===== config.mk =====
export PLATFORM = sky130hd
export DESIGN_NAME = rx_sequence_check_ack_coalescer
export DESIGN_NICKNAME = d
export VERILOG_FILES = /design/src/sv/rsca_pkg.sv /design/src/sv/rsca_cfg.sv /design/src/sv/rsca_core.sv /design/src/sv/rsca_outq.sv /design/src/sv/rx_sequence_check_ack_coalescer.sv
export SDC_FILE = /design/constraint.sdc
export NUM_CORES = 2
export LEC_CHECK = 0
export BUFFER_PORTS_ARGS = -buffer_cell sky130_fd_sc_hd__buf_2
export CAP_MARGIN = 10
export CORE_MARGIN = 2
export CORE_UTILIZATION = 45
export DETAILED_ROUTE_END_ITERATION = 16
export GPL_TIMING_DRIVEN = 0
export PLACE_DENSITY = 0.69
export SKIP_CTS_REPAIR_TIMING = 1
export SYNTH_ARGS = -nofsm -noshare
export SYNTH_HDL_FRONTEND = slang
export SYNTH_SLANG_ARGS = --single-unit

===== constraint.sdc =====
create_clock -name clk -period 6.2 [get_ports clk]
set_input_delay 0.93 -clock clk [delete_from_list [all_inputs] [get_ports clk]]
set_output_delay 0.93 -clock clk [all_outputs]
set_load 0.05 [all_outputs]

===== src/sv/rsca_pkg.sv =====
// ----------------------------------------------------------------------------
// rsca_pkg
// Shared types and constants of the receive sequence check and ack coalescer.
// ----------------------------------------------------------------------------
package rsca_pkg;

  // Defaults of the top-level parameters.
  localparam int ID_BITS_DEF    = 32;
  localparam int COUNT_BITS_DEF = 16;

  // Fixed field widths.
  localparam int ID_W    = 32;
  localparam int LEN_W   = 16;
  localparam int CNT_W   = 16;
  localparam int BYTES_W = 32;
  localparam int TICKS_W = 32;
  localparam int TIMER_W = 16;
  localparam int WIN_W   = 16;
  localparam int CFG_IDX_W  = 3;
  localparam int CFG_DATA_W = 32;

  // Stream payload widths.
  localparam int S_TDATA_W = 48;
  localparam int M_TDATA_W = 88;
  localparam int TUSER_W   = 2;

  // Result slots per input item (ack, resend request, verdict) and queue size.
  localparam int NSLOT   = 3;
  localparam int Q_DEPTH = 4;
  localparam int Q_AW    = 2;

  typedef enum logic [1:0] {
    MODE_PACKET = 2'd0,
    MODE_TICK   = 2'd1,
    MODE_RESYNC = 2'd2
  } mode_t;

  typedef enum logic [1:0] {
    KIND_VERDICT = 2'd0,
    KIND_ACK     = 2'd1,
    KIND_RESEND  = 2'd2
  } kind_t;

  typedef enum logic [CFG_IDX_W-1:0] {
    REG_WINDOW_SIZE     = 3'd0,
    REG_ACK_MIN_COUNT   = 3'd1,
    REG_ACK_MIN_BYTES   = 3'd2,
    REG_IDLE_ACK_TICKS  = 3'd3,
    REG_ACK_DELAY_TICKS = 3'd4,
    REG_PASS_THROUGH    = 3'd5,
    REG_ACK_PATH_READY  = 3'd6
  } reg_idx_t;

  typedef struct packed {
    logic [WIN_W-1:0]   window_size;
    logic [CNT_W-1:0]   ack_min_count;
    logic [BYTES_W-1:0] ack_min_bytes;
    logic [TIMER_W-1:0] idle_ack_ticks;
    logic [TIMER_W-1:0] ack_delay_ticks;
    logic               pass_through;
    logic               ack_path_ready;
  } cfg_t;

  typedef struct packed {
    kind_t             kind;
    logic              accepted;
    logic [ID_W-1:0]   ack_last_id;
    logic [CNT_W-1:0]  ack_count;
    logic [ID_W-1:0]   resend_from_id;
    logic              last;
  } result_t;

  // Results produced by one item, slot 0 ack, slot 1 resend, slot 2 verdict.
  typedef struct packed {
    logic    [NSLOT-1:0] valid;
    result_t [NSLOT-1:0] item;
  } push_t;

endpackage


===== src/sv/rsca_cfg.sv =====
// ----------------------------------------------------------------------------
// rsca_cfg
// Configuration register file, written through an index and data channel.
// ----------------------------------------------------------------------------
module rsca_cfg
  import rsca_pkg::*;
(
  input  logic                  clk,
  input  logic                  rst,
  input  logic                  cfg_valid,
  output logic                  cfg_ready,
  input  logic [CFG_IDX_W-1:0]  cfg_index,
  input  logic [CFG_DATA_W-1:0] cfg_data,
  output cfg_t                  cfg
);

  // Writes are always taken.
  assign cfg_ready = 1'b1;

  always_ff @(posedge clk) begin
    if (rst) begin
      cfg.window_size     <= WIN_W'(1024);
      cfg.ack_min_count   <= CNT_W'(16);
      cfg.ack_min_bytes   <= BYTES_W'(65536);
      cfg.idle_ack_ticks  <= TIMER_W'(100);
      cfg.ack_delay_ticks <= TIMER_W'(50);
      cfg.pass_through    <= 1'b0;
      cfg.ack_path_ready  <= 1'b1;
    end else if (cfg_valid && cfg_ready) begin
      case (reg_idx_t'(cfg_index))
        REG_WINDOW_SIZE:     cfg.window_size     <= cfg_data[WIN_W-1:0];
        REG_ACK_MIN_COUNT:   cfg.ack_min_count   <= cfg_data[CNT_W-1:0];
        REG_ACK_MIN_BYTES:   cfg.ack_min_bytes   <= cfg_data[BYTES_W-1:0];
        REG_IDLE_ACK_TICKS:  cfg.idle_ack_ticks  <= cfg_data[TIMER_W-1:0];
        REG_ACK_DELAY_TICKS: cfg.ack_delay_ticks <= cfg_data[TIMER_W-1:0];
        REG_PASS_THROUGH:    cfg.pass_through    <= cfg_data[0];
        REG_ACK_PATH_READY:  cfg.ack_path_ready  <= cfg_data[0];
        default: begin
        end
      endcase
    end
  end

endmodule


===== src/sv/rsca_core.sv =====
// ----------------------------------------------------------------------------
// rsca_core
// Receive state and the single-pass step that turns one item into results.
// ----------------------------------------------------------------------------
module rsca_core
  import rsca_pkg::*;
#(
  parameter int ID_BITS    = ID_BITS_DEF,
  parameter int COUNT_BITS = COUNT_BITS_DEF
) (
  input  logic             clk,
  input  logic             rst,
  input  logic             step,
  input  mode_t            mode,
  input  logic [ID_W-1:0]  pkt_id,
  input  logic [LEN_W-1:0] pkt_len,
  input  cfg_t             cfg,
  output push_t            push
);

  logic [ID_BITS-1:0]    expected_id, expected_id_next;
  logic [ID_BITS-1:0]    last_accepted_id, last_accepted_id_next;
  logic [COUNT_BITS-1:0] pending_count, pending_count_next;
  logic [BYTES_W-1:0]    pending_bytes, pending_bytes_next;
  logic [TICKS_W-1:0]    ticks_since_accept, ticks_since_accept_next;
  logic                  accept_seen, accept_seen_next;
  logic [TIMER_W-1:0]    ack_timer_left, ack_timer_left_next;
  logic                  ack_timer_on, ack_timer_on_next;

  logic [ID_BITS+ID_W-1:0]       id_wide;
  logic [ID_BITS-1:0]            id;
  logic [ID_BITS-1:0]            ahead, behind, id_inc, id_after;
  logic [ID_BITS+WIN_W-1:0]      ahead_x, behind_x, win_x;
  logic                          resend;
  logic                          ack_due;
  logic [COUNT_BITS-1:0]         count_inc;
  logic [BYTES_W:0]              bytes_sum;
  logic [BYTES_W-1:0]            bytes_inc;
  logic [COUNT_BITS+CNT_W-1:0]   count_x, min_count_x;
  logic                          fire;
  logic                          ack_v, res_v, ver_v, ver_acc;
  logic [ID_BITS-1:0]            ack_id_src;
  logic [COUNT_BITS-1:0]         ack_cnt_src;
  logic [ID_BITS+ID_W-1:0]       ack_id_x, exp_id_x;
  logic [COUNT_BITS+CNT_W-1:0]   ack_cnt_x;

  // Arrival id reduced to the id width.
  assign id_wide = {{ID_BITS{1'b0}}, pkt_id};
  assign id      = id_wide[ID_BITS-1:0];

  // Window check: ahead within the window, or behind by more than it.
  assign ahead    = id - expected_id;
  assign behind   = expected_id - id;
  assign ahead_x  = {{WIN_W{1'b0}}, ahead};
  assign behind_x = {{WIN_W{1'b0}}, behind};
  assign win_x    = {{ID_BITS{1'b0}}, cfg.window_size};
  assign resend   = (id > expected_id) ? (ahead_x <= win_x) : (behind_x > win_x);

  assign ack_due = !accept_seen ||
                   (ticks_since_accept >= {{(TICKS_W-TIMER_W){1'b0}}, cfg.idle_ack_ticks});

  // Next expected id wraps and skips zero.
  assign id_inc   = id + ID_BITS'(1);
  assign id_after = (id_inc == '0) ? ID_BITS'(1) : id_inc;

  // Saturating pending totals.
  assign count_inc = (&pending_count) ? pending_count : pending_count + COUNT_BITS'(1);
  assign bytes_sum = {1'b0, pending_bytes} + {{(BYTES_W+1-LEN_W){1'b0}}, pkt_len};
  assign bytes_inc = bytes_sum[BYTES_W] ? '1 : bytes_sum[BYTES_W-1:0];

  assign count_x     = {{CNT_W{1'b0}}, count_inc};
  assign min_count_x = {{COUNT_BITS{1'b0}}, cfg.ack_min_count};
  assign fire = (count_x >= min_count_x) || (bytes_inc >= cfg.ack_min_bytes) || ack_due;

  always_comb begin
    expected_id_next        = expected_id;
    last_accepted_id_next   = last_accepted_id;
    pending_count_next      = pending_count;
    pending_bytes_next      = pending_bytes;
    ticks_since_accept_next = ticks_since_accept;
    accept_seen_next        = accept_seen;
    ack_timer_left_next     = ack_timer_left;
    ack_timer_on_next       = ack_timer_on;
    ack_v       = 1'b0;
    res_v       = 1'b0;
    ver_v       = 1'b0;
    ver_acc     = 1'b0;
    ack_id_src  = last_accepted_id;
    ack_cnt_src = pending_count;
    if (step) begin
      case (mode)
        MODE_PACKET: begin
          ver_v = 1'b1;
          if (cfg.pass_through) begin
            ver_acc = 1'b1;
          end else if (id != expected_id) begin
            // Out of order: flush what is pending, then maybe ask for a resend.
            if (pending_count != '0) begin
              ack_timer_on_next   = 1'b0;
              ack_timer_left_next = '0;
              if (cfg.ack_path_ready) begin
                ack_v              = 1'b1;
                pending_count_next = '0;
                pending_bytes_next = '0;
              end
            end
            res_v = resend && cfg.ack_path_ready;
          end else begin
            ver_acc                 = 1'b1;
            ticks_since_accept_next = '0;
            accept_seen_next        = 1'b1;
            last_accepted_id_next   = id;
            expected_id_next        = id_after;
            if ((pending_count == '0) && !ack_due) begin
              ack_timer_on_next   = 1'b1;
              ack_timer_left_next = cfg.ack_delay_ticks;
            end
            pending_count_next = count_inc;
            pending_bytes_next = bytes_inc;
            ack_id_src         = id;
            ack_cnt_src        = count_inc;
            if (fire) begin
              ack_timer_on_next   = 1'b0;
              ack_timer_left_next = '0;
              if (cfg.ack_path_ready) begin
                ack_v              = 1'b1;
                pending_count_next = '0;
                pending_bytes_next = '0;
              end
            end
          end
        end
        MODE_TICK: begin
          if (!(&ticks_since_accept)) begin
            ticks_since_accept_next = ticks_since_accept + TICKS_W'(1);
          end
          if (ack_timer_on) begin
            if (ack_timer_left <= TIMER_W'(1)) begin
              ack_timer_on_next   = 1'b0;
              ack_timer_left_next = '0;
              if (cfg.ack_path_ready) begin
                ack_v              = 1'b1;
                pending_count_next = '0;
                pending_bytes_next = '0;
              end
            end else begin
              ack_timer_left_next = ack_timer_left - TIMER_W'(1);
            end
          end
        end
        MODE_RESYNC: begin
          expected_id_next        = ID_BITS'(1);
          last_accepted_id_next   = '0;
          pending_count_next      = '0;
          pending_bytes_next      = '0;
          ticks_since_accept_next = '0;
          accept_seen_next        = 1'b0;
          ack_timer_left_next     = '0;
          ack_timer_on_next       = 1'b0;
        end
        default: begin
        end
      endcase
    end
  end

  assign ack_id_x  = {{ID_W{1'b0}}, ack_id_src};
  assign exp_id_x  = {{ID_W{1'b0}}, expected_id};
  assign ack_cnt_x = {{CNT_W{1'b0}}, ack_cnt_src};

  always_comb begin
    push.valid = {ver_v, res_v, ack_v};

    push.item[0].kind           = KIND_ACK;
    push.item[0].accepted       = 1'b0;
    push.item[0].ack_last_id    = ack_id_x[ID_W-1:0];
    push.item[0].ack_count      = ack_cnt_x[CNT_W-1:0];
    push.item[0].resend_from_id = '0;
    push.item[0].last           = !res_v && !ver_v;

    push.item[1].kind           = KIND_RESEND;
    push.item[1].accepted       = 1'b0;
    push.item[1].ack_last_id    = '0;
    push.item[1].ack_count      = '0;
    push.item[1].resend_from_id = exp_id_x[ID_W-1:0];
    push.item[1].last           = !ver_v;

    push.item[2].kind           = KIND_VERDICT;
    push.item[2].accepted       = ver_acc;
    push.item[2].ack_last_id    = '0;
    push.item[2].ack_count      = '0;
    push.item[2].resend_from_id = '0;
    push.item[2].last           = 1'b1;
  end

  always_ff @(posedge clk) begin
    if (rst) begin
      expected_id        <= ID_BITS'(1);
      last_accepted_id   <= '0;
      pending_count      <= '0;
      pending_bytes      <= '0;
      ticks_since_accept <= '0;
      accept_seen        <= 1'b0;
      ack_timer_left     <= '0;
      ack_timer_on       <= 1'b0;
    end else begin
      expected_id        <= expected_id_next;
      last_accepted_id   <= last_accepted_id_next;
      pending_count      <= pending_count_next;
      pending_bytes      <= pending_bytes_next;
      ticks_since_accept <= ticks_since_accept_next;
      accept_seen        <= accept_seen_next;
      ack_timer_left     <= ack_timer_left_next;
      ack_timer_on       <= ack_timer_on_next;
    end
  end

  // The expected id skips zero, so it can never hold zero.
  a_exp_nonzero: assert property (@(posedge clk) disable iff (rst)
    expected_id != '0)
    else $error("expected id reached zero");

  // Of the results of one item, exactly one carries the final mark.
  a_one_last: assert property (@(posedge clk) disable iff (rst)
    (step && (push.valid != '0)) |->
      $onehot(push.valid & {push.item[2].last, push.item[1].last, push.item[0].last}))
    else $error("final mark not unique among results of one item");

  // A sent acknowledgment leaves nothing pending.
  a_ack_clears: assert property (@(posedge clk) disable iff (rst)
    (step && push.valid[0]) |=> (pending_count == '0) && (pending_bytes == '0))
    else $error("pending totals kept after an acknowledgment");

  // A resync brings back the reset receive state.
  a_resync: assert property (@(posedge clk) disable iff (rst)
    (step && (mode == MODE_RESYNC)) |=>
      (expected_id == ID_BITS'(1)) && !ack_timer_on && !accept_seen)
    else $error("resync left receive state behind");

endmodule


===== src/sv/rsca_outq.sv =====
// ----------------------------------------------------------------------------
// rsca_outq
// Result queue: takes up to three results per cycle, hands out one per cycle while m_ready is high.
// ----------------------------------------------------------------------------
module rsca_outq
  import rsca_pkg::*;
(
  input  logic    clk,
  input  logic    rst,
  input  push_t   push,
  output logic    room,
  output logic    m_valid,
  input  logic    m_ready,
  output result_t head
);

  result_t          mem [Q_DEPTH];
  logic [Q_AW-1:0]  wr_ptr, rd_ptr;
  logic [Q_AW:0]    count;
  logic [Q_AW-1:0]  off [NSLOT];
  logic [Q_AW:0]    push_n;
  logic             pop;

  // Valid results are packed together in slot order.
  always_comb begin
    off[0] = '0;
    off[1] = Q_AW'(push.valid[0]);
    off[2] = Q_AW'(push.valid[0]) + Q_AW'(push.valid[1]);
    push_n = (Q_AW+1)'(push.valid[0]) + (Q_AW+1)'(push.valid[1]) +
             (Q_AW+1)'(push.valid[2]);
  end

  assign m_valid = (count != '0);
  assign head    = mem[rd_ptr];
  assign pop     = m_valid && m_ready;
  assign room    = (count <= (Q_AW+1)'(Q_DEPTH - NSLOT));

  always_ff @(posedge clk) begin
    for (int j = 0; j < NSLOT; j++) begin
      if (push.valid[j]) begin
        mem[wr_ptr + off[j]] <= push.item[j];
      end
    end
  end

  always_ff @(posedge clk) begin
    if (rst) begin
      wr_ptr <= '0;
      rd_ptr <= '0;
      count  <= '0;
    end else begin
      wr_ptr <= wr_ptr + push_n[Q_AW-1:0];
      if (pop) begin
        rd_ptr <= rd_ptr + Q_AW'(1);
      end
      count <= count + push_n - (Q_AW+1)'(pop);
    end
  end

  // Results are only pushed when they fit.
  a_no_overflow: assert property (@(posedge clk) disable iff (rst)
    (push.valid != '0) |-> ({1'b0, count} + {1'b0, push_n}) <= (Q_AW+2)'(Q_DEPTH))
    else $error("result queue overflow");

  // Empty and full both meet with equal pointers.
  a_ptr_empty: assert property (@(posedge clk) disable iff (rst)
    ((count == '0) || (count == (Q_AW+1)'(Q_DEPTH))) |-> (wr_ptr == rd_ptr))
    else $error("queue pointers disagree with fill count");

  // A full queue never offers room for another item.
  a_room: assert property (@(posedge clk) disable iff (rst)
    room |-> (count <= (Q_AW+1)'(Q_DEPTH - NSLOT)) && (count != (Q_AW+1)'(Q_DEPTH)))
    else $error("room offered while queue lacks space");

endmodule


===== src/sv/rx_sequence_check_ack_coalescer.sv =====
// ----------------------------------------------------------------------------
// rx_sequence_check_ack_coalescer
// Receive-side sequence check with cumulative, coalesced acknowledgments.
// ----------------------------------------------------------------------------
//
//  Channel  | Direction | Handshake          | Carries
//  ---------+-----------+--------------------+-------------------------------
//  s_       | in        | s_tvalid/s_tready  | packet, tick or resync event
//  m_       | out       | m_tvalid/m_tready  | verdict, ack or resend request
//  cfg_     | in        | cfg_valid/cfg_ready| register index and write data
//
//  An event is held in an input register, evaluated against the receive
//  state once the queue has room, and its results (none to three) land in
//  a four-entry result queue, whose head is shown on m_ once written.
//  A new event is taken every cycle while the queue has room for three
//  results, so the sustained pace is one event per cycle when each event
//  yields at most one result and m_tready stays high; when each packet
//  yields an ack, a resend request and a verdict, the single-result output
//  port, which must hand out all three, sets the pace.
//  Reset is synchronous; it restores register defaults and clears the
//  receive state at once. A stall on m_tready backs up into s_tready once
//  the queue holds two or more results and the input register is occupied.
// ----------------------------------------------------------------------------
module rx_sequence_check_ack_coalescer
  import rsca_pkg::*;
#(
  parameter int ID_BITS    = ID_BITS_DEF,
  parameter int COUNT_BITS = COUNT_BITS_DEF
) (
  input  logic                  clk,
  input  logic                  rst,
  // Input events.
  input  logic                  s_tvalid,
  output logic                  s_tready,
  input  logic [S_TDATA_W-1:0]  s_tdata,   // pkt_id[31:0], pkt_len[47:32]
  input  logic [TUSER_W-1:0]    s_tuser,   // mode[1:0]
  // Results.
  output logic                  m_tvalid,
  input  logic                  m_tready,
  output logic [M_TDATA_W-1:0]  m_tdata,   // accepted[0], ack_last_id[32:1],
                                           // ack_count[48:33],
                                           // resend_from_id[80:49], zero[87:81]
  output logic [TUSER_W-1:0]    m_tuser,   // kind[1:0]
  output logic                  m_tlast,   // last
  // Configuration writes.
  input  logic                  cfg_valid,
  output logic                  cfg_ready,
  input  logic [CFG_IDX_W-1:0]  cfg_index,
  input  logic [CFG_DATA_W-1:0] cfg_data
);

  cfg_t             cfg;
  push_t            push;
  result_t          head;
  logic             room;
  logic             step;

  // Input register holding one event until the queue can take its results.
  logic             in_vld;
  logic [1:0]       in_mode;
  logic [ID_W-1:0]  in_id;
  logic [LEN_W-1:0] in_len;

  // The event is evaluated once the queue has space for all its results.
  assign step     = in_vld && room;
  assign s_tready = !in_vld || step;

  always_ff @(posedge clk) begin
    if (rst) begin
      in_vld <= 1'b0;
    end else if (s_tvalid && s_tready) begin
      in_vld <= 1'b1;
    end else if (step) begin
      in_vld <= 1'b0;
    end
  end

  // Payload registers carry no reset.
  always_ff @(posedge clk) begin
    if (s_tvalid && s_tready) begin
      in_mode <= s_tuser;
      in_id   <= s_tdata[ID_W-1:0];
      in_len  <= s_tdata[ID_W+LEN_W-1:ID_W];
    end
  end

  rsca_cfg u_cfg (
    .clk       (clk),
    .rst       (rst),
    .cfg_valid (cfg_valid),
    .cfg_ready (cfg_ready),
    .cfg_index (cfg_index),
    .cfg_data  (cfg_data),
    .cfg       (cfg)
  );

  rsca_core #(
    .ID_BITS    (ID_BITS),
    .COUNT_BITS (COUNT_BITS)
  ) u_core (
    .clk     (clk),
    .rst     (rst),
    .step    (step),
    .mode    (mode_t'(in_mode)),
    .pkt_id  (in_id),
    .pkt_len (in_len),
    .cfg     (cfg),
    .push    (push)
  );

  rsca_outq u_outq (
    .clk     (clk),
    .rst     (rst),
    .push    (push),
    .room    (room),
    .m_valid (m_tvalid),
    .m_ready (m_tready),
    .head    (head)
  );

  // Result fields packed from the lowest bit up, padded to whole bytes.
  assign m_tdata = {{(M_TDATA_W-1-ID_W-CNT_W-ID_W){1'b0}}, head.resend_from_id,
                    head.ack_count, head.ack_last_id, head.accepted};
  assign m_tuser = head.kind;
  assign m_tlast = head.last;

endmodule


# After elaboration in Yosys (flattened, before gate mapping)
# Memories as Yosys holds them, arrays and structs flattened. A register that Yosys moved wholly into a read port is not among the register bits.
# Index checks and enable logic that the tools add are counted.
classes:
  n_mux: 86
  reduce_logical: 39
  addsub: 16
  n_eq_ne: 16
  n_lt_le_gt_ge: 8
ops:
  columns: ["op", "n"]
  rows:
  - ["two-way mux 32 bit", 19]
  - ["two-way mux 16 bit", 20]
  - ["case mux 32 bit (3 select lines)", 2]
  - ["case mux 32 bit (2 select lines)", 2]
  - ["case mux 16 bit (3 select lines)", 2]
  - ["adder 32 x 1 -> 32 bit (second input constant)", 2]
  - ["subtractor 32 bit", 2]
  - ["two-way mux 1 bit", 36]
  - ["adder 32 x 16 -> 33 bit", 1]
  - [">= comparator 32 x 16 -> 1 bit", 1]
  - [">= comparator 32 bit", 1]
  - ["> comparator 32 x 16 -> 1 bit", 1]
  - ["> comparator 32 bit", 1]
  - ["less-or-equal comparator 32 x 16 -> 1 bit", 1]
  - ["logical NOT 32 bit", 1]
  - ["!= test 32 bit", 1]
  - ["AND reduction 32 bit", 1]
  - ["adder 16 x 1 -> 16 bit (second input constant)", 1]
  - [">= comparator 16 bit", 1]
  - ["less-or-equal comparator 16 x 1 -> 1 bit (second input constant)", 1]
  - ["logical NOT 16 bit", 1]
  - ["AND reduction 16 bit", 1]
  - ["AND reduction 2 bit", 8]
  - ["nonzero test 16 bit", 1]
  - ["31 further kinds", 57]
totals:
  n_memories: 1
  wordCells: 188
  regBits: 318
  ram_bits: 336
mem_list:
  columns: ["memory", "words", "word_bits", "rd", "rd_clocked_by_memory_dff", "write_ports", "line", "text"]
  rows:
  - ["u_outq.mem", 4, 84, 1, 1, 3, "rsca_outq.sv:17", "result_t mem [Q_DEPTH];"]

# Longest topological paths before layout
depth:
  depth_word: 14
  ltp_mapped: 32

# Hierarchy
# A second synthesis with hierarchy kept.
unflattened:
  hier_cells: 4982
  area_unflattened_um2: 43922.1
by_module_without_submodules:
  columns: ["mod", "cells_per_inst", "instances", "area_each_um2"]
  rows:
  - ["rsca_outq", 2188, 1, 21199.1]
  - ["rsca_core", 2354, 1, 17067.6]
  - ["rsca_cfg", 376, 1, 4035.1]
  - ["rx_sequence_check_ack_coalescer", 64, 1, 1620.3]

# Worst setup path before layout
# Ideal clock, no wire load.
synth_timing:
  kind: "register -> register"
  start: "register in_len[0]"
  end: "register u_outq.count[2]"
  path_stages_with_launch: 32
  t_arrival_ns: 6.507
  slack_ns: -0.434
  required_ns: 6.072
  n_path_buf: 2
  setup_ns: 0.128
  synth_period_minus_slack_ns: 6.634
  path_cell_list: "edfxtp_1 > ha_1 > fa_1 > a21o_1 > a21oi_1 > o21a_1 > o21ai_0 > a21oi_1 > o21ai_0 > a21o_1 > clkbuf_1 > nand3_1 > clkbuf_1 > a31oi_1 > ha_1 > nand4_1 > or3_1 > nand2b_1 > o2111ai_1 > nor4_4 > nor3_2 > o21ai_0 > a21oi_1 > nor2_1 > ha_1 > ha_1 > inv_1 > ha_1 > fa_1 > xnor2_1 > xnor2_1 > nor2_1"
synth_between:
  elab_chain_cells: 14
synth_rtl:
  columns: ["item", "line", "text"]
  rows:
  - ["start: declaration", "rx_sequence_check_ack_coalescer.sv:62", "logic [LEN_W-1:0] in_len;"]
  - ["start signal: assignment", "rx_sequence_check_ack_coalescer.sv:83", "in_len <= s_tdata[ID_W+LEN_W-1:ID_W];"]
  - ["adder 32 x 16 -> 33 bit", "rsca_core.sv:68", "assign bytes_sum = {1'b0, pending_bytes} + {{(BYTES_W+1-LEN_W){1'b0}}, pkt_len};"]
  - ["two-way mux 32 bit", "rsca_core.sv:69", "assign bytes_inc = bytes_sum[BYTES_W] ? '1 : bytes_sum[BYTES_W-1:0];"]
  - [">= comparator 32 bit", "rsca_core.sv:73", "assign fire = (count_x >= min_count_x) || (bytes_inc >= cfg.ack_min_bytes) || ack_due;"]
  - ["logical OR 1 bit (2 in a row)", "rsca_core.sv:73", null]
  - ["two-way mux 1 bit", "rsca_core.sv:122", "if (fire) begin"]
  - ["two-way mux 1 bit", "rsca_core.sv:96", "end else if (id != expected_id) begin"]
  - ["two-way mux 1 bit", "rsca_core.sv:94", "if (cfg.pass_through) begin"]
  - ["case mux 1 bit (2 select lines)", "rsca_core.sv:91", "case (mode)"]
  - ["two-way mux 1 bit", "rsca_core.sv:90", "if (step) begin"]
  - ["adder 1 x 1 -> 2 bit", "rsca_outq.sv:29", "push_n = (Q_AW+1)'(push.valid[0]) + (Q_AW+1)'(push.valid[1]) +"]
  - ["adder 3 x 1 -> 3 bit", "rsca_outq.sv:29", null]
  - ["adder 3 bit", "rsca_outq.sv:56", "count <= count + push_n - (Q_AW+1)'(pop);"]
  - ["subtractor 3 x 1 -> 3 bit", "rsca_outq.sv:56", null]
  - ["end signal: assignment", "rsca_outq.sv:56", null]
  - ["end: declaration", "rsca_outq.sv:19", "logic [Q_AW:0] count;"]
# Every way passes these cells.
# A chain may end at the register's enable or synchronous reset.

==> impl.org <==
** Outcome
- The run finished, with violations left.
- Failing checks :: setup timing

** Worst hold path
- Path category of the worst min-delay check :: reg -> reg
- The worst hold path passes through 2 cells.
- Startpoint of the worst hold path :: u_cfg.cfg[65]$_SDFFE_PP0P_
- Hold endpoint :: u_cfg.cfg[65]$_SDFFE_PP0P_

** Yosys
- Synth warnings :: 0
- Synthesized area per cell :: 8.49 sq um
- Proportion of synthesized chip area in sequential cells :: 37.5%
- Number of standard cells after synthesis :: 4290
- Commonest register cell after synthesis :: sky130_fd_sc_hd__dfxtp_1
- Yosys attributes the largest share of cell area to sky130_fd_sc_hd__dfxtp_1, sky130_fd_sc_hd__ha_1, sky130_fd_sc_hd__mux4_2.
- Number of synthesized flops with an enable pin :: 54
- Seq cells post-synth :: 656
- The largest total area in the synthesized netlist belongs to sky130_fd_sc_hd__dfxtp_1.
- For this run, asynchronously set or reset flops after synthesis account for 0%.
- The synthesized design devotes to its leading area cell type 33.1% of total area.
- Distinct cells, synth :: 100
- After synthesis the cells add up to 0.0364 sq mm.

** Floorplanning
- The die is 289 microns tall.
- 184 I/O pins were placed.
- In this run the standard cell core region covers 0.0803 sq mm.
- The initial utilization of the core area, before any placement, comes to 45.4%.
- Die area :: 0.0832 sq mm
- The floorplan step set the die width to 289 microns.
- After floorplanning, the core was divided into 104 placement rows.

** Clocking
- Sink Count :: 656
- Counting the buffers created by CTS gives 75.
- No sink is reached through more buffers than the 3 on the longest clock path.
- Number of levels the H-tree was split into :: 3
- Root buffer cell :: sky130_fd_sc_hd__clkbuf_16
- Clock insertion delay at the later pin of the skew report :: 0.64 ns
- After clock tree synthesis, the clock-pin slew on the worst setup and hold paths is 0.06 ns.
- Clock tree from TritonCTS :: built

** Layout
- Number of nets at the end of the flow :: 4915
- The repair_antennas step left the layout with diodes totalling 0.
- Fraction of final layout cells sized beyond drive strength 1 :: 17.0%
- Excluding fillers, the count of instances in the completed layout stands at 5750.
- At the end of the flow the core is filled with cells to 53.7%.
- From synthesis to final layout, the design area changed by 18.4%.
- After routing the design area is 0.0431 sq mm.

** Global routing
- Number of global-route vias before repair :: 31896
- Global routing used 29.2% of the available tracks.
- Initial antenna violation count :: 1
- The first global-routing pass estimated 189 mm of wire.
- Pin count of the biggest net entering global routing :: 51
- Global routing finished with a remaining overflow of 0.

** Critical path
- The kind of cell with the highest combined delay along the critical path is compound AO/OA/AOI/OAI gates.
- Reg-to-reg slack, setup :: -0.59 ns
- STA classifies the critical path startpoint as a flip-flop.
- Endpoint type of the worst setup path :: flip-flop
- Critical Path Max Stage Delay :: 0.49 ns
- The critical path is of the reg -> reg type.
- Worst reg2reg path startpoint :: in_len[0]$_DFFE_PP_
- For the worst setup path, the data required time is 6.53 ns.
- Worst r2r path cells :: 28
- Critical path arrival :: 7.13 ns
- In this run the worst setup path begins at in_len[0]$_DFFE_PP_.
- The slowest stage of the critical path is the sky130_fd_sc_hd__o32ai_4 cell.
- Critical register-to-register path endpoint :: u_outq.mem[2][81]$_DFFE_PP_
- Critical path peak fanout :: 10
- The number of buffers and inverters on the critical path is 3.

** Timing
- The worst pin sits at a relative slew slack of 7.80%.
- For the pin with the worst max-slew slack, the measured transition is 1.37 ns.
- Setup-violating endpoint count in the final report :: 337
- Final clock skew :: 0.0400 ns
- After layout, the worst path uses 110% of the clock period.
- Hold is met by 0.453 ns.
- Fin crit period :: 6.79 ns
- Least setup slack across all paths after layout :: -0.592 ns
- The number of endpoints with negative hold slack in the final report is 0.
- The count of final max-slew check failures was 0.
- For this run, the top clock speed supported by timing is 147 MHz.
- Setup repair after global routing could not meet its margin everywhere.

** Route
- Final routed wire length divided by cell count :: 22.1 microns
- Via-to-Cell Ratio :: 6.09
- Overall routed net length :: 127 mm
- In the routed design, unresolved DRC markers number 0.
- For this block, the via count after detailed routing is 34996.
- The count of nets left with antenna violations once routing finished came out at 0.
- Iter 0 DRT Violations :: 3877
- Router iterations before antenna repair :: 6

** Power and ir drop
- The analysis attributes to cell leakage a power of 16.2 nW.
- IR analysis of the VDD net gives a maximum drop of 0.000262 V.
- Power comes to 11.5 mW.
- Areal power density over the cells :: 268 mW/mm^2

** Placement
- At the end of routability-driven placement, the weighted congestion stood at 0.979.
- Count of buffers inserted at the top-level ports :: 174
- The wire-length estimate of the detail-placed layout is 93.6 mm.
- Total cell area at the placement stage :: 0.0387 sq mm
- Placed Cells incl. Taps :: 5532

** Flow run
- Across the run, the number of max-cap violations was 0.
-- cell usage in the layout (no fill, tap or decap), types with 51 or more instances in the layout --
cell | netlist | routed
sky130_fd_sc_hd__dfxtp_1 | 602 | 601
sky130_fd_sc_hd__nor2_1 | 502 | 491
sky130_fd_sc_hd__nand2_1 | 443 | 440
sky130_fd_sc_hd__a21oi_1 | 350 | 339
sky130_fd_sc_hd__nand3_1 | 252 | 248
sky130_fd_sc_hd__buf_2 | 65 | 224
sky130_fd_sc_hd__clkbuf_1 | 219 | 191
sky130_fd_sc_hd__inv_1 | 194 | 189
sky130_fd_sc_hd__ha_1 | 191 | 184
sky130_fd_sc_hd__a22oi_1 | 166 | 166
sky130_fd_sc_hd__a211oi_1 | 153 | 106
sky130_fd_sc_hd__o21ai_0 | 107 | 94
sky130_fd_sc_hd__buf_4 | 20 | 91
sky130_fd_sc_hd__xnor2_1 | 92 | 91
sky130_fd_sc_hd__mux4_2 | 84 | 84
sky130_fd_sc_hd__clkbuf_16 | 0 | 82
sky130_fd_sc_hd__a31oi_1 | 79 | 78
sky130_fd_sc_hd__a211oi_2 | 22 | 68
sky130_fd_sc_hd__xor2_1 | 61 | 61
sky130_fd_sc_hd__edfxtp_1 | 54 | 54
sky130_fd_sc_hd__nand4_1 | 51 | 51
sky130_fd_sc_hd__nor3_1 | 55 | 51
-- stage by stage --
step                      setup TNS [ns]  worst slack (ns)
after global routing             -182.07            -0.733
after global placement           -567.68             -1.97
after floorplan                        0            0.0327
after detailed placement         -594.40             -2.04
final                            -119.23            -0.592
after CTS                        -609.25             -2.08
-- worst register-to-register path, delay by kind of cell, from the launching register on --
kind,cells,cell delay [ns]
flip-flops,1,0.44
AO/OA/AOI/OAI,12,2.84
buffers and inverters,3,0.53
adder cells (fa/ha/maj),4,1.16
XOR/XNOR,1,0.15
AND/OR/NAND/NOR,8,1.40
-- worst max path at each step --
stage                                             end  depth (start not counted)
after floorplan            u_outq.count[2]$_SDFF_PP0_                         31
final                     u_outq.mem[2][81]$_DFFE_PP_                         28
after global placement    u_outq.mem[2][81]$_DFFE_PP_                         25
after CTS                 u_outq.mem[2][81]$_DFFE_PP_                         29
after detailed placement  u_outq.mem[2][81]$_DFFE_PP_                         29
after global routing      u_outq.mem[2][81]$_DFFE_PP_                         29
-- kinds of logic (layout without fill, tap and decap cells) --
group	Yosys count	in the layout	synth area share, %
AND/OR/NAND/NOR	1500	1501	18.7
flip-flops	656	656	37.5
multiplexers	140	140	6.76
adder cells (fa/ha/maj)	195	195	6.78
AO/OA/AOI/OAI	1119	1120	20.5
other	2	8	0.0206
buffers and inverters	524	916	5.96
XOR/XNOR	154	154	3.72
-- power breakdown --
| group | leakage, nW | switching (mW) | internal (mW) |
|---|---|---|---|
| Sequential | 5.38 | 0.150 | 4.43 |
| Clock | 1.27 | 1.93 | 2.75 |
| Combinational | 9.57 | 1.50 | 0.779 |
-- area by class of cell --
type,instances,area (sq um)
Fill cell,7390,37200
Multi-Input combinational cell,3118,21500
Sequential cell,656,13700
Clock buffer,106,2160
Buffer,329,1670
Timing Repair Buffer,256,1640
Tap cell,1060,1330
Inverter,194,733
Clock inverter,31,428
-- cell usage after synthesis, types with 8 or more instances --
cell type and n:
sky130_fd_sc_hd__a211o_1 9, sky130_fd_sc_hd__a211oi_1 153, sky130_fd_sc_hd__a211oi_2 22, sky130_fd_sc_hd__a21o_1 42, sky130_fd_sc_hd__a21oi_1 350, sky130_fd_sc_hd__a22o_1 33
sky130_fd_sc_hd__a22oi_1 166, sky130_fd_sc_hd__a31oi_1 79, sky130_fd_sc_hd__and2_1 15, sky130_fd_sc_hd__and3_1 25, sky130_fd_sc_hd__and4_1 12, sky130_fd_sc_hd__buf_1 19
sky130_fd_sc_hd__buf_2 65, sky130_fd_sc_hd__buf_4 20, sky130_fd_sc_hd__clkbuf_1 219, sky130_fd_sc_hd__dfxtp_1 602, sky130_fd_sc_hd__edfxtp_1 54, sky130_fd_sc_hd__ha_1 191
sky130_fd_sc_hd__inv_1 194, sky130_fd_sc_hd__mux2i_1 49, sky130_fd_sc_hd__mux4_2 84, sky130_fd_sc_hd__nand2_1 443, sky130_fd_sc_hd__nand2b_1 12, sky130_fd_sc_hd__nand3_1 252
sky130_fd_sc_hd__nand4_1 51, sky130_fd_sc_hd__nor2_1 502, sky130_fd_sc_hd__nor2b_1 22, sky130_fd_sc_hd__nor3_1 55, sky130_fd_sc_hd__nor4_1 37, sky130_fd_sc_hd__o211ai_1 23
sky130_fd_sc_hd__o21a_1 21, sky130_fd_sc_hd__o21ai_0 107, sky130_fd_sc_hd__o21ai_1 11, sky130_fd_sc_hd__o21bai_1 8, sky130_fd_sc_hd__o31ai_1 8, sky130_fd_sc_hd__or2_2 8
sky130_fd_sc_hd__or3_1 25, sky130_fd_sc_hd__xnor2_1 92, sky130_fd_sc_hd__xor2_1 61
-- flip-flops by register name (all words and copies together) (netlist names), 3 cells and up, named ones only --
signal                     flops
u_core.last_accepted_id       32
in_len                        16
u_core.ack_timer_left         16
u_core.ticks_since_accept     32
u_core.pending_bytes          32
u_core.pending_count          16
u_core.expected_id            32
u_outq.count                   3
u_cfg.cfg                     98
u_outq.mem                   336
in_id                         32
-- routing by layer --
metal | global-route usage, % | part of all wire [%] | up-vias
met2 | 44.7 | 44 | 1722
li1 | - | - | 16108
met4 | 11.7 | 4.1 | 0
met1 | 41.2 | 43 | 16865
met5 | 0 | 0 | -
met3 | 4.43 | 9.2 | 301
Note: power is estimated with default switching activity, not from simulation.
